## src/glu_pkg.sv

```systemverilog
`timescale 1ns / 1ps
`default_nettype none
package glu_pkg;

  localparam int DATA_W      = 16;
  localparam int MULT_W      = 32;
  localparam int SHIFT_W     = $clog2(DATA_W);
  localparam int QUEUE_DEPTH = 2;

  typedef struct packed {
    logic [DATA_W-1:0] first_value;
    logic [DATA_W-1:0] second_value;
  } glu_in_t;

  typedef struct packed {
    logic [DATA_W-1:0] common_divisor;
    logic [MULT_W-1:0] common_multiple;
  } glu_out_t;

  // one classified beat waiting for the back end
  typedef struct packed {
    logic              zero_case;
    logic [DATA_W-1:0] a;
    logic [DATA_W-1:0] b;
  } glu_entry_t;

  typedef struct packed {
    logic full;
    logic empty;
  } glu_q_status_t;

endpackage
`default_nettype wire

```

## src/glu_front.sv

```systemverilog
`timescale 1ns / 1ps
`default_nettype none
module glu_front
  import glu_pkg::*;
#(
  parameter int OPERAND_WIDTH = 16
) (
  input  wire logic          start,
  input  wire glu_in_t       operands,
  input  wire glu_q_status_t q_stat,
  output logic               push,
  output glu_entry_t         entry
);

  localparam int KEEP_W = (OPERAND_WIDTH < DATA_W) ? OPERAND_WIDTH : DATA_W;
  localparam logic [DATA_W:0] ONE_EXT  = (DATA_W+1)'(1);
  localparam logic [DATA_W:0] MASK_EXT = (ONE_EXT << KEEP_W) - ONE_EXT;
  localparam logic [DATA_W-1:0] OP_MASK = MASK_EXT[DATA_W-1:0];

  // take a beat whenever the queue has room
  assign push = start && !q_stat.full;

  // drop bits above the operand width and flag a zero operand
  always_comb begin
    entry.a         = operands.first_value & OP_MASK;
    entry.b         = operands.second_value & OP_MASK;
    entry.zero_case = (entry.a == '0) || (entry.b == '0);
  end

endmodule
`default_nettype wire

```

## src/glu_queue.sv

```systemverilog
`timescale 1ns / 1ps
`default_nettype none
module glu_queue
  import glu_pkg::*;
(
  input  wire logic          clk,
  input  wire logic          rst,
  input  wire logic          push,
  input  wire glu_entry_t    wr_entry,
  input  wire logic          pop,
  output glu_entry_t         rd_entry,
  output glu_q_status_t      q_stat
);

  localparam int PTR_W = (QUEUE_DEPTH > 1) ? $clog2(QUEUE_DEPTH) : 1;
  localparam int CNT_W = $clog2(QUEUE_DEPTH + 1);
  localparam logic [CNT_W-1:0] DEPTH_CNT = CNT_W'(QUEUE_DEPTH);
  localparam logic [PTR_W-1:0] LAST_PTR  = PTR_W'(QUEUE_DEPTH - 1);

  glu_entry_t       slots [QUEUE_DEPTH];
  logic [PTR_W-1:0] wr_ptr;
  logic [PTR_W-1:0] rd_ptr;
  logic [CNT_W-1:0] count;

  assign rd_entry     = slots[rd_ptr];
  assign q_stat.full  = (count == DEPTH_CNT);
  assign q_stat.empty = (count == '0);

  // store entries
  always_ff @(posedge clk) begin
    if (push) begin
      slots[wr_ptr] <= wr_entry;
    end
  end

  // advance pointers and track fill level
  always_ff @(posedge clk) begin
    if (rst) begin
      wr_ptr <= '0;
      rd_ptr <= '0;
      count  <= '0;
    end else begin
      if (push) begin
        wr_ptr <= (wr_ptr == LAST_PTR) ? '0 : wr_ptr + PTR_W'(1);
      end
      if (pop) begin
        rd_ptr <= (rd_ptr == LAST_PTR) ? '0 : rd_ptr + PTR_W'(1);
      end
      case ({push, pop})
        2'b10:   count <= count + CNT_W'(1);
        2'b01:   count <= count - CNT_W'(1);
        default: count <= count;
      endcase
    end
  end

endmodule
`default_nettype wire

```

## src/glu_back.sv

```systemverilog
`timescale 1ns / 1ps
`default_nettype none
module glu_back
  import glu_pkg::*;
(
  input  wire logic          clk,
  input  wire logic          rst,
  input  wire glu_q_status_t q_stat,
  input  wire glu_entry_t    entry,
  output logic               pop,
  output logic               done,
  output glu_out_t           result
);

  localparam logic [SHIFT_W-1:0] LAST_BIT = SHIFT_W'(DATA_W - 1);

  typedef enum logic [1:0] {
    ST_IDLE,
    ST_GCD,
    ST_DIV,
    ST_MUL
  } state_t;

  state_t             state;
  logic [DATA_W-1:0]  u;
  logic [DATA_W-1:0]  v;
  logic [SHIFT_W-1:0] k;
  logic [DATA_W-1:0]  a0;
  logic [DATA_W-1:0]  b0;
  logic [DATA_W-1:0]  g;
  logic [DATA_W-1:0]  rem;
  logic [DATA_W-1:0]  quo;
  logic [SHIFT_W-1:0] cnt;

  logic [DATA_W-1:0]  u_next;
  logic [DATA_W-1:0]  v_next;
  logic [SHIFT_W-1:0] k_next;
  logic [DATA_W:0]    trial;
  logic               fits;
  logic [DATA_W:0]    trial_diff;

  assign pop = (state == ST_IDLE) && !q_stat.empty;

  // one binary GCD step: pull out common twos, strip lone twos, subtract odd pairs
  always_comb begin
    u_next = u;
    v_next = v;
    k_next = k;
    if (!u[0] && !v[0]) begin
      u_next = u >> 1;
      v_next = v >> 1;
      k_next = k + SHIFT_W'(1);
    end else if (!u[0]) begin
      u_next = u >> 1;
    end else if (!v[0]) begin
      v_next = v >> 1;
    end else if (u > v) begin
      u_next = (u - v) >> 1;
    end else begin
      v_next = (v - u) >> 1;
    end
  end

  // one restoring divide step of a0 by g
  always_comb begin
    trial      = {rem, quo[DATA_W-1]};
    fits       = (trial >= {1'b0, g});
    trial_diff = trial - {1'b0, g};
  end

  // hold state and registered outputs
  always_ff @(posedge clk) begin
    if (rst) begin
      state <= ST_IDLE;
      done  <= 1'b0;
    end else begin
      done <= 1'b0;
      unique case (state)
        ST_IDLE: begin
          if (pop) begin
            if (entry.zero_case) begin
              result.common_divisor  <= entry.a | entry.b;
              result.common_multiple <= '0;
              done                   <= 1'b1;
            end else begin
              u     <= entry.a;
              v     <= entry.b;
              a0    <= entry.a;
              b0    <= entry.b;
              k     <= '0;
              state <= ST_GCD;
            end
          end
        end
        ST_GCD: begin
          if (u == v) begin
            g     <= u << k;
            rem   <= '0;
            quo   <= a0;
            cnt   <= '0;
            state <= ST_DIV;
          end else begin
            u <= u_next;
            v <= v_next;
            k <= k_next;
          end
        end
        ST_DIV: begin
          rem <= fits ? trial_diff[DATA_W-1:0] : trial[DATA_W-1:0];
          quo <= {quo[DATA_W-2:0], fits};
          cnt <= cnt + SHIFT_W'(1);
          if (cnt == LAST_BIT) begin
            state <= ST_MUL;
          end
        end
        ST_MUL: begin
          result.common_divisor  <= g;
          result.common_multiple <= MULT_W'(quo) * MULT_W'(b0);
          done                   <= 1'b1;
          state                  <= ST_IDLE;
        end
        default: state <= ST_IDLE;
      endcase
    end
  end

endmodule
`default_nettype wire

```

## src/gcd_lcm_unit.sv

```systemverilog
// Flow: an accepted beat is written into the queue and popped by the back end once it is idle; when
//   an operand is zero the result is registered directly, else GCD steps run until u equals v, then
//   one restoring divide step per quotient bit and a multiply. Throughput: one pair per back-end pass,
//   set by the GCD step loop and the bit-serial divider; a two-entry queue takes beats meanwhile.
// Results appear for one cycle on done; the receiver cannot stall.
// Reset (rst, synchronous) empties the queue and returns the back end to idle.
`timescale 1ns / 1ps
`default_nettype none
module gcd_lcm_unit
  import glu_pkg::*;
#(
  parameter int OPERAND_WIDTH = 16
) (
  input  wire logic    clk,
  input  wire logic    rst,
  input  wire logic    start,
  input  wire glu_in_t operands,
  output logic         busy,
  output logic         done,
  output glu_out_t     result
);

  logic          push;
  logic          pop;
  glu_entry_t    wr_entry;
  glu_entry_t    rd_entry;
  glu_q_status_t q_stat;

  assign busy = q_stat.full;

  glu_front #(
    .OPERAND_WIDTH(OPERAND_WIDTH)
  ) u_front (
    .start   (start),
    .operands(operands),
    .q_stat  (q_stat),
    .push    (push),
    .entry   (wr_entry)
  );

  glu_queue u_queue (
    .clk     (clk),
    .rst     (rst),
    .push    (push),
    .wr_entry(wr_entry),
    .pop     (pop),
    .rd_entry(rd_entry),
    .q_stat  (q_stat)
  );

  glu_back u_back (
    .clk   (clk),
    .rst   (rst),
    .q_stat(q_stat),
    .entry (rd_entry),
    .pop   (pop),
    .done  (done),
    .result(result)
  );

`ifndef SYNTHESIS
  a_push_has_room: assert property (@(posedge clk) disable iff (rst)
    push |-> !q_stat.full)
    else $error("push into a full queue");

  a_pop_has_data: assert property (@(posedge clk) disable iff (rst)
    pop |-> !q_stat.empty)
    else $error("pop from an empty queue");

  a_status_sane: assert property (@(posedge clk) disable iff (rst)
    !(q_stat.full && q_stat.empty))
    else $error("queue reports full and empty together");

  a_pop_then_idle_push: assert property (@(posedge clk) disable iff (rst)
    (q_stat.empty && !push) |=> !pop)
    else $error("back end popped an entry that was never written");
`endif

endmodule
`default_nettype wire
```

## config.mk

```make
export PLATFORM = sky130hd
export DESIGN_NAME = gcd_lcm_unit
export DESIGN_NICKNAME = d
export VERILOG_FILES = /design/src/glu_pkg.sv /design/src/glu_front.sv /design/src/glu_queue.sv /design/src/glu_back.sv /design/src/gcd_lcm_unit.sv
export SDC_FILE = /design/constraint.sdc
export NUM_CORES = 1
export LEC_CHECK = 0
export BUFFER_PORTS_ARGS = -buffer_cell sky130_fd_sc_hd__buf_4
export CAP_MARGIN = 20
export CORE_MARGIN = 3
export CORE_UTILIZATION = 61
export CTS_BUF_LIST = sky130_fd_sc_hd__clkbuf_8
export CTS_CLUSTER_SIZE = 30
export DETAILED_ROUTE_END_ITERATION = 7
export HOLD_SLACK_MARGIN = 0.03
export PLACE_DENSITY = 0.76
export SYNTH_ARGS = -nofsm -noshare
export SYNTH_HDL_FRONTEND = slang
export SYNTH_HIERARCHICAL = 1
export SYNTH_SLANG_ARGS = --single-unit
export TNS_END_PERCENT = 30
```

## constraint.sdc

```tcl
create_clock -name clk -period 7.4 [get_ports clk]
set_input_delay 0.37 -clock clk [delete_from_list [all_inputs] [get_ports clk]]
set_output_delay 0.37 -clock clk [all_outputs]
set_load 0.005 [all_outputs]
```

Word-level counts from Yosys, hierarchy flattened
Memory sizes are Yosys's and may differ from the RTL's. A register that Yosys moved wholly into a read port is not among the register bits.
Cells that the tools add are included.
Widths: inputs -> output; s select.
- output and inout port bits: 50
- logic and storage cells: 126
- memory bits (writable): 66
- memories kept: 1
- register bits after elaboration: 175
- memories (name ; depth ; width ; rd ports ; clocked after Yosys merged registers in ; write ports ; line ; RTL):
    u_queue.slots ; 2 ; 33 ; 1 ; 1 ; 1 ; glu_queue.sv:20 ; glu_entry_t slots [QUEUE_DEPTH];
- multiply operators: 1
- eq/ne operators: 19
- muxes and demuxes: 46
- bitwise logic cells: 3
- $add $sub $neg: 9
- order comparisons: 2
- reduce and logical (&&, ||, !) cells: 26
- shift-type cells: 1
- operators by type and width (operator ; number):
    $mux 16 ; 17
    $pmux 16 s2 ; 4
    $mux 48 ; 2
    $pmux 48 s2 ; 1
    $sub 16x16->16 ; 3
    $logic_not 16->1 ; 2
    $mul 16x16->32 ; 1
    $mux 4 ; 5
    $ge 17x16->1 ; 1
    $eq 16x16->1 ; 1
    $gt 16x16->1 ; 1
    $or 16x16->16 ; 1
    $pmux 4 s2 ; 2
    $shl 16x4->16 ; 1
    $reduce_and 7->1 ; 2
    $ne 4x4->1 const B ; 3
    $reduce_and 4->1 ; 3
    $reduce_and 6->1 ; 2
    $add 4x1->4 const B ; 2
    $eq 2x2->1 const B ; 4
    $mux 1 ; 8
    $mux 2 ; 4
    $ne 2x2->1 const B ; 4
    $pmux 2 s4 ; 1
    other kinds (17) ; 32

Depth between registers and ports, before layout
Gate-level depths: netlist (run 1).
- word-level depth: 7
- mapped depth: 22
- mapped depth without buffers: 20

Modules after synthesis
Netlist (run 1), hierarchy kept.
- by module, submodules not included (module ; sequential area each (um2) ; cells each ; area each (um2) ; instances):
    glu_back ; 5104.9 ; 1991 ; 18921.9 ; 1
    glu_queue ; 2082.0 ; 125 ; 2578.7 ; 1
    glu_front ; 0.0 ; 44 ; 319.1 ; 1

Worst setup path before layout (run 1)
No wires, ideal clock.
- path type: reg2reg
- from: reg u_back.quo[14]
- to: reg u_back/result[31] (netlist name)
- arrival: 5.474 ns
- library setup time: 0.265 ns
- period minus slack after synthesis: 5.740 ns
- cell stages (with the launch flop): 22
- required time: 7.135 ns
- setup slack: 1.660 ns
- buffers on the path: 2
- cell sequence: edfxtp_1 -> clkbuf_1 -> and2_1 -> fa_1 -> inv_1 -> fa_1 -> inv_1 -> fa_1 -> fa_1 -> fa_1 -> inv_1 -> fa_1 -> inv_1 -> ha_1 -> clkbuf_1 -> nand2_1 -> o21bai_1 -> a21oi_1 -> nor3_1 -> o22ai_1 -> and4_1 -> or3_1
- longest elaborated chain between the ends: 2
- ends and longest elaborated chain (element ; line ; RTL):
    from (decl) ; glu_back.sv:32 ; logic [DATA_W-1:0] quo;
    from (signal assigned) ; glu_back.sv:110 ; quo <= {quo[DATA_W-2:0], fits};
    $mul 16x16->32 ; glu_back.sv:118 ; result.common_multiple <= MULT_W'(quo) * MULT_W'(b0);
    $pmux 48 s2 ; glu_back.sv:78 ; unique case (state)
No other way between the ends.
A chain may end at the register's enable or synchronous reset.

Worst setup path in the final report (run 1)
- from: reg u_back.quo[10]
- to: reg u_back/result[23] (netlist name)
- longest elaborated chain between the ends: 2
- ends and longest elaborated chain (element ; line):
    $mul 16x16->32 ; glu_back.sv:118
    $pmux 48 s2 ; glu_back.sv:78
No other way between the ends.

==> results.ini, run 1 <==
[setup_path]
r2r-start = u_back/quo[10]
cp.arrival_ns = 6.83
worstPathRequired_ns = 7.75
reg2regPathDepth = 18
end_kind = flip-flop
path_class = reg2reg
r2r_end = u_back/result[23]
r2r_slack_ns = 0.91
start_kind = flip-flop
critPathMaxFanout = 17

[layout]
multi_input_area_mm2 = 0.01289
regMostFlops = u_queue/slots
fillers = 2674
regArea_mm2 = 0.007187
largest_register_ffs = 66
final_area_mm2 = 0.02365
nNetsFinal = 2603
area_delta_synth_final_pct = 8.366
drive_above_1_share_pct = 11.03
antennaDiodeCount = 0
top_regs = u_queue/slots x66, u_back/result x48

[detailed_routing]
dr_total_vias = 16060
drtPass1Iterations = 6
antenna_left = 0
vias_per_cell = 5.960
drc = 0
drt_iter0_markers = 1443
drt_wl_total_mm = 56.12
wl_per_cell_um = 20.83

[floorplanning]
rows = 68
fp.dieArea_mm2 = 0.03808
fp.dieW_um = 195.1
initial_core_util_pct = 62.55
die_h_um = 195.1
core_area_mm2 = 0.03488
io_pins = 85

[clock_network]
path_clk_slew_ns = 0.06
cts_tree = done
clockBufferDepth = 3
clk_latency_ns = 0.63
cts_root_buf = clkbuf_8
cts.sinks = 242
cts_resized = 0
clock_tree.htree_level_count = 2
cts_made_buffers = 43

[global_route]
grt_pass1_vias = 15880
grt_use_total_pct = 29.57
grt-ovfl-total = 0
grt_pass1_wl_mm = 88.77
grt_antenna_before_repair = 0
grt_max_degree = 75

[timing]
whs_ns = 0.09218
report.final.slew_viol_count = 0
finalCritPeriodShare_pct = 87.64
fin_skew_ns = 0.02486
fmaxAchievable_ghz = 0.1542
relSlewSlack_pct = 39.16
hold_viol = 0
setup_viol_count_final = 0
period_needed_ns = 6.486
grt_setup_unrepaired = false
tns_ns = 0
setup_ws_ns = 0.9145
tightest_slew_ns = 0.9097

[synth]
synth_edf_count = 234
synth-seq-cells = 242
ys_warn_count = 6
yosysTopAreaCell = edfxtp_1
syn-instance-count = 2160
syn_area_mm2 = 0.02182
synthTopCellsByArea = edfxtp_1 32%, fa_1 18%, ha_1 9.2%
synth_ff_type = edfxtp_1
async_flop_share_pct = 0
synth_cell_type_count = 79
syn_area_per_cell_um2 = 10.10
yosysTopAreaCellShare_pct = 32.20
ys_seq_area_share_pct = 32.94
synth_nets = 2552

[placed_design]
dpl_cell_area_mm2 = 0.02255
port_buffers = 84
preCtsSetupSlack_ns = 1.010
post-dp-hpwl_mm = 41.24
gp_congestion = 0.9461

[min_path]
hold_depth = 2
min_to = u_queue/count[0]
hp-class = in2reg
hp-start = rst

[job]
timing.max_cap.violations = 0

[status]
run_status = complete, no violations

-- placed cells by master, fill, tap and decap left out, types with 5 or more instances in the layout --
| master | count |
|---|---|
| a211oi_1 | 18 |
| a21o_1 | 30 |
| a21oi_1 | 101 |
| a21oi_2 | 9 |
| a22oi_2 | 8 |
| a31oi_1 | 27 |
| and2_1 | 160 |
| and3_1 | 15 |
| and4_1 | 7 |
| buf_4 | 100 |
| clkbuf_8 | 43 |
| clkinv_1 | 9 |
| dfxtp_1 | 8 |
| dlygate4sd3_1 | 32 |
| edfxtp_1 | 234 |
| fa_1 | 197 |
| ha_1 | 158 |
| inv_1 | 316 |
| mux2_2 | 49 |
| mux2i_1 | 34 |
| nand2_1 | 210 |
| nand2b_1 | 13 |
| nand3_1 | 29 |
| nand4_1 | 11 |
| nor2_1 | 118 |
| nor2b_1 | 19 |
| nor3_1 | 30 |
| nor3b_1 | 5 |
| nor4_1 | 9 |
| o211ai_1 | 5 |
| o21a_1 | 15 |
| o21ai_0 | 47 |
| o21ai_1 | 11 |
| o21bai_1 | 7 |
| o31ai_1 | 5 |
| or3_1 | 9 |
| xnor2_1 | 31 |
| xor2_1 | 22 |
-- synth_stat cells, drive strengths merged, types with 10 or more instances --
library cell / count
and2: 160
o21a: 15
inv: 305
fa: 197
a21o: 30
edfxtp: 234
ha: 160
nand2b: 13
nand2: 212
a31oi: 29
buf: 53
a22oi: 12
nand4: 11
nand3: 30
clkbuf: 73
nor2b: 19
o21ai: 61
mux2i: 34
a211oi: 19
nor3: 31
nor4: 10
and3: 15
mux2: 50
xor2: 22
xnor2: 31
a21oi: 111
nor2: 119
-- cell families after synthesis --
group	count (synthesis)	synth area share [%]
compound gates	340	10.35
xor+xnor	53	2.127
fa+ha+maj	357	27.25
buf+inv	432	8.131
flops	242	32.94
mux	87	4.450
simple gates	649	14.75
-- final cells by class --
cell class	count	area share, %
Clock buffer	43	2.503
Clock inverter	30	0.7726
Inverter	306	4.858
Multi-Input combinational cell	1486	54.53
Sequential cell	242	30.39
Tap cell	455	2.408
Timing Repair Buffer	132	4.530
-- what timing repair did --
item                                   in CTS  in global routing
endpoints found under the hold margin      64                  0
hold buffers                               32                  0
buffers inserted                            0                  0
-- per-layer routing --
metal  global-route usage [%]  share of wire, %  up-vias
met5                        0                 0        -
met4                    8.450               2.8        0
met3                    6.177               8.7       88
met2                    45.55                46      654
met1                    42.90                43     7987
li1                         -                 -     7326
-- critical path, stage by stage, from the launching register on --
cell and delay, ns:
edfxtp_1 0.84, nand2_1 0.17, fa_1 0.54, fa_1 0.57, fa_1 0.45, fa_1 0.54
inv_1 0.05, fa_1 0.48, inv_1 0.05, fa_1 0.48, inv_1 0.04, ha_1 0.35
a21oi_1 0.26, nand2_1 0.12, a31oi_1 0.35, o31ai_1 0.20, a21oi_1 0.31, mux2i_1 0.22
o311ai_0 0.15
-- stage by stage --
stage	util [%]	instances
global placement	64.64	2589
global route	67.78	2694
floorplan	-	2160
CTS	67.78	2694
finish	67.78	2694
detailed placement	64.64	2589
-- how the worst max path moves through the flow --
stage | startpoint | end | slack [ns] | cells after the start
2_1_floorplan | u_back/quo[14] | u_back/result[31] | 1.66 | 21
3_3_place_gp | u_back/quo[9] | u_back/result[23] | 1.04 | 19
3_5_place_dp | u_back/quo[9] | u_back/result[23] | 1.01 | 19
4_1_cts | u_back/quo[9] | u_back/result[23] | 0.99 | 19
5_1_grt | u_back/quo[7] | u_back/result[28] | 0.60 | 19
6_report | u_back/quo[10] | u_back/result[23] | 0.91 | 18
Power of run 1 is not shown: default switching activity piles up to over one toggle a cycle in this logic, so the estimate is an artifact.
==> inputs of run 2 (changes only) <==
==> constraint.sdc (replaced) <==
create_clock -name clk -period 8.2 [get_ports clk]
set_input_delay 0 -clock clk [delete_from_list [all_inputs] [get_ports clk]]
set_output_delay 0 -clock clk [all_outputs]
set_load 0.005 [all_outputs]
==> run 2 against run 1 <==
Against the previous run:
- critical path depth unchanged
- count of clock-buffer cells in the layout increased by 1
- flip-flop and latch count unchanged
- cell count increased by 0.19%
- core utilization increased by 0.18 points
- register-to-register slack improved by 0.73 ns
==> results.ini, run 2 (synthesized netlist as in run 1, its figures left out) <==
[placed_design]
post-dp-hpwl_mm = 41.91  ; was 41.24 mm
port_buffers = 84  ; unchanged
dpl_cell_area_mm2 = 0.02253  ; was 0.02255 mm2
dp_cells = 2586  ; was 2589
preCtsSetupSlack_ns = 1.764  ; was 1.010 ns
gp_congestion = 0.9485  ; was 0.9461

[floorplanning]
fp.dieW_um = 195.1  ; unchanged
io_pins = 85  ; unchanged
initial_core_util_pct = 62.55  ; unchanged
die_h_um = 195.1  ; unchanged
core_area_mm2 = 0.03488  ; unchanged
rows = 68  ; unchanged
fp.dieArea_mm2 = 0.03808  ; unchanged

[timing]
finalCritPeriodShare_pct = 79.99  ; was 87.64%
period_needed_ns = 6.559  ; was 6.486 ns
hold_viol = 0  ; unchanged
relSlewSlack_pct = 36.39  ; was 39.16%
grt_setup_unrepaired = false  ; unchanged
setup_viol_count_final = 0  ; unchanged
tns_ns = 0  ; unchanged
fin_skew_ns = 0.03398  ; was 0.02486 ns
fmaxAchievable_ghz = 0.1525  ; was 0.1542 GHz
tightest_slew_ns = 0.9510  ; was 0.9097 ns
report.final.slew_viol_count = 0  ; unchanged
setup_ws_ns = 1.641  ; was 0.9145 ns

[layout]
stdcell_count = 2699  ; was 2694
area_delta_synth_final_pct = 8.659  ; was 8.366%
largest_register_ffs = 66  ; unchanged
final_area_mm2 = 0.02371  ; was 0.02365 mm2
nNetsFinal = 2603  ; unchanged
fillers = 2669  ; was 2674
layout_common_cells = 312 x inv_1, 234 x edfxtp_1, 210 x nand2_1  ; was 316 x inv_1, 234 x edfxtp_1, 210 x nand2_1
top_regs = u_queue/slots x66, u_back/result x48  ; unchanged
regMostFlops = u_queue/slots  ; unchanged
mostFrequentLayoutCell = inv_1  ; unchanged
drive_above_1_share_pct = 11.23  ; was 11.03%

[clock_network]
clockBufferDepth = 3  ; unchanged
clock_tree.htree_level_count = 2  ; unchanged
cts_made_buffers = 44  ; was 43
cts_root_buf = clkbuf_8  ; unchanged
cts.sinks = 242  ; unchanged
path_clk_slew_ns = 0.07  ; was 0.06 ns
cts_tree = done  ; unchanged
cts_resized = 0  ; unchanged
cts_setup_buffers = 0  ; unchanged
postCtsHoldBufs = 34  ; was 32
clk_latency_ns = 0.64  ; was 0.63 ns

[setup_path]
end_kind = flip-flop  ; unchanged
worstPathRequired_ns = 8.56  ; was 7.75 ns
critPathMaxFanout = 17  ; unchanged
cp.arrival_ns = 6.92  ; was 6.83 ns
path_class = reg2reg  ; unchanged
start_kind = flip-flop  ; unchanged

[global_route]
grt_antenna_before_repair = 0  ; unchanged
grt_pass1_wl_mm = 90.10  ; was 88.77 mm
grt-ovfl-total = 0  ; unchanged
grt_max_degree = 75  ; unchanged
grt_pass1_vias = 16350  ; was 15880
grt_use_total_pct = 30.10  ; was 29.57%

[detailed_routing]
drt_wl_total_mm = 57.02  ; was 56.12 mm
drc = 0  ; unchanged
dr_total_vias = 16120  ; was 16060
drtPass1Iterations = 5  ; was 6
wl_per_cell_um = 21.13  ; was 20.83 um
drt_iter0_markers = 1271  ; was 1443
antenna_left = 0  ; unchanged
vias_per_cell = 5.971  ; was 5.960

[min_path]
hp-class = in2reg  ; unchanged

[status]
run_status = complete, no violations  ; unchanged

[job]
timing.max_cap.violations = 0  ; unchanged

==> run 2: final timing paths <==
path	startpoint	to	slack, ns	cells past startpoint
setup / recovery	u_back/quo[9]	u_back/result[25]	1.64	18
hold / removal	operands[5]	u_queue/slots[0][5]	0.12	2
setup reg to reg	u_back/quo[9]	u_back/result[25]	1.64	18
hold reg to reg	u_queue/count[1]	u_queue/count[1]	0.51	2
==> run 2: layout make-up <==
cell class / instances / area [um2] / share of cell area [%]
Clock inverter: 34 / 232.7 / 0.9816
Inverter: 306 / 1149 / 4.845
Timing Repair Buffer: 131 / 1069 / 4.507
Antenna cell: 1 / 2.502 / 0.01055
Sequential cell: 242 / 7187 / 30.31
Tap cell: 455 / 569.3 / 2.401
Clock buffer: 44 / 605.6 / 2.554
Multi-Input combinational cell: 1486 / 12890 / 54.39
==> run 2: critical path, stage by stage, from the launching register on <==
cell	delay, ns
edfxtp_1	0.86
nand2_1	0.21
fa_1	0.58
inv_1	0.05
fa_1	0.48
fa_1	0.57
fa_1	0.43
fa_1	0.49
inv_1	0.07
fa_1	0.48
inv_1	0.04
ha_1	0.35
a21oi_1	0.27
o21ai_0	0.18
a31oi_1	0.21
o21ai_0	0.11
a31oi_1	0.54
mux2i_1	0.25
o311ai_1	0.12
==> run 2: per-stage QoR <==
step	utilization (%)	hold WS (ns)
after floorplan	-	0.06907
after global placement	64.58	0.1938
after detailed placement	64.58	0.1962
after CTS	67.96	0.08085
after global routing	67.96	0.08925
final	67.97	0.1165
==> run 2: layer usage <==
| metal | global-route usage (%) | vias up | routed length (um) |
|---|---|---|---|
| li1 | - | 7325 | - |
| met1 | 42.98 | 7996 | 24270 |
| met2 | 46.65 | 690 | 26050 |
| met3 | 6.108 | 105 | 4852 |
| met4 | 9.929 | 0 | 1847 |
| met5 | 0 | - | 0 |
Power of run 2 is left out for the same reason.
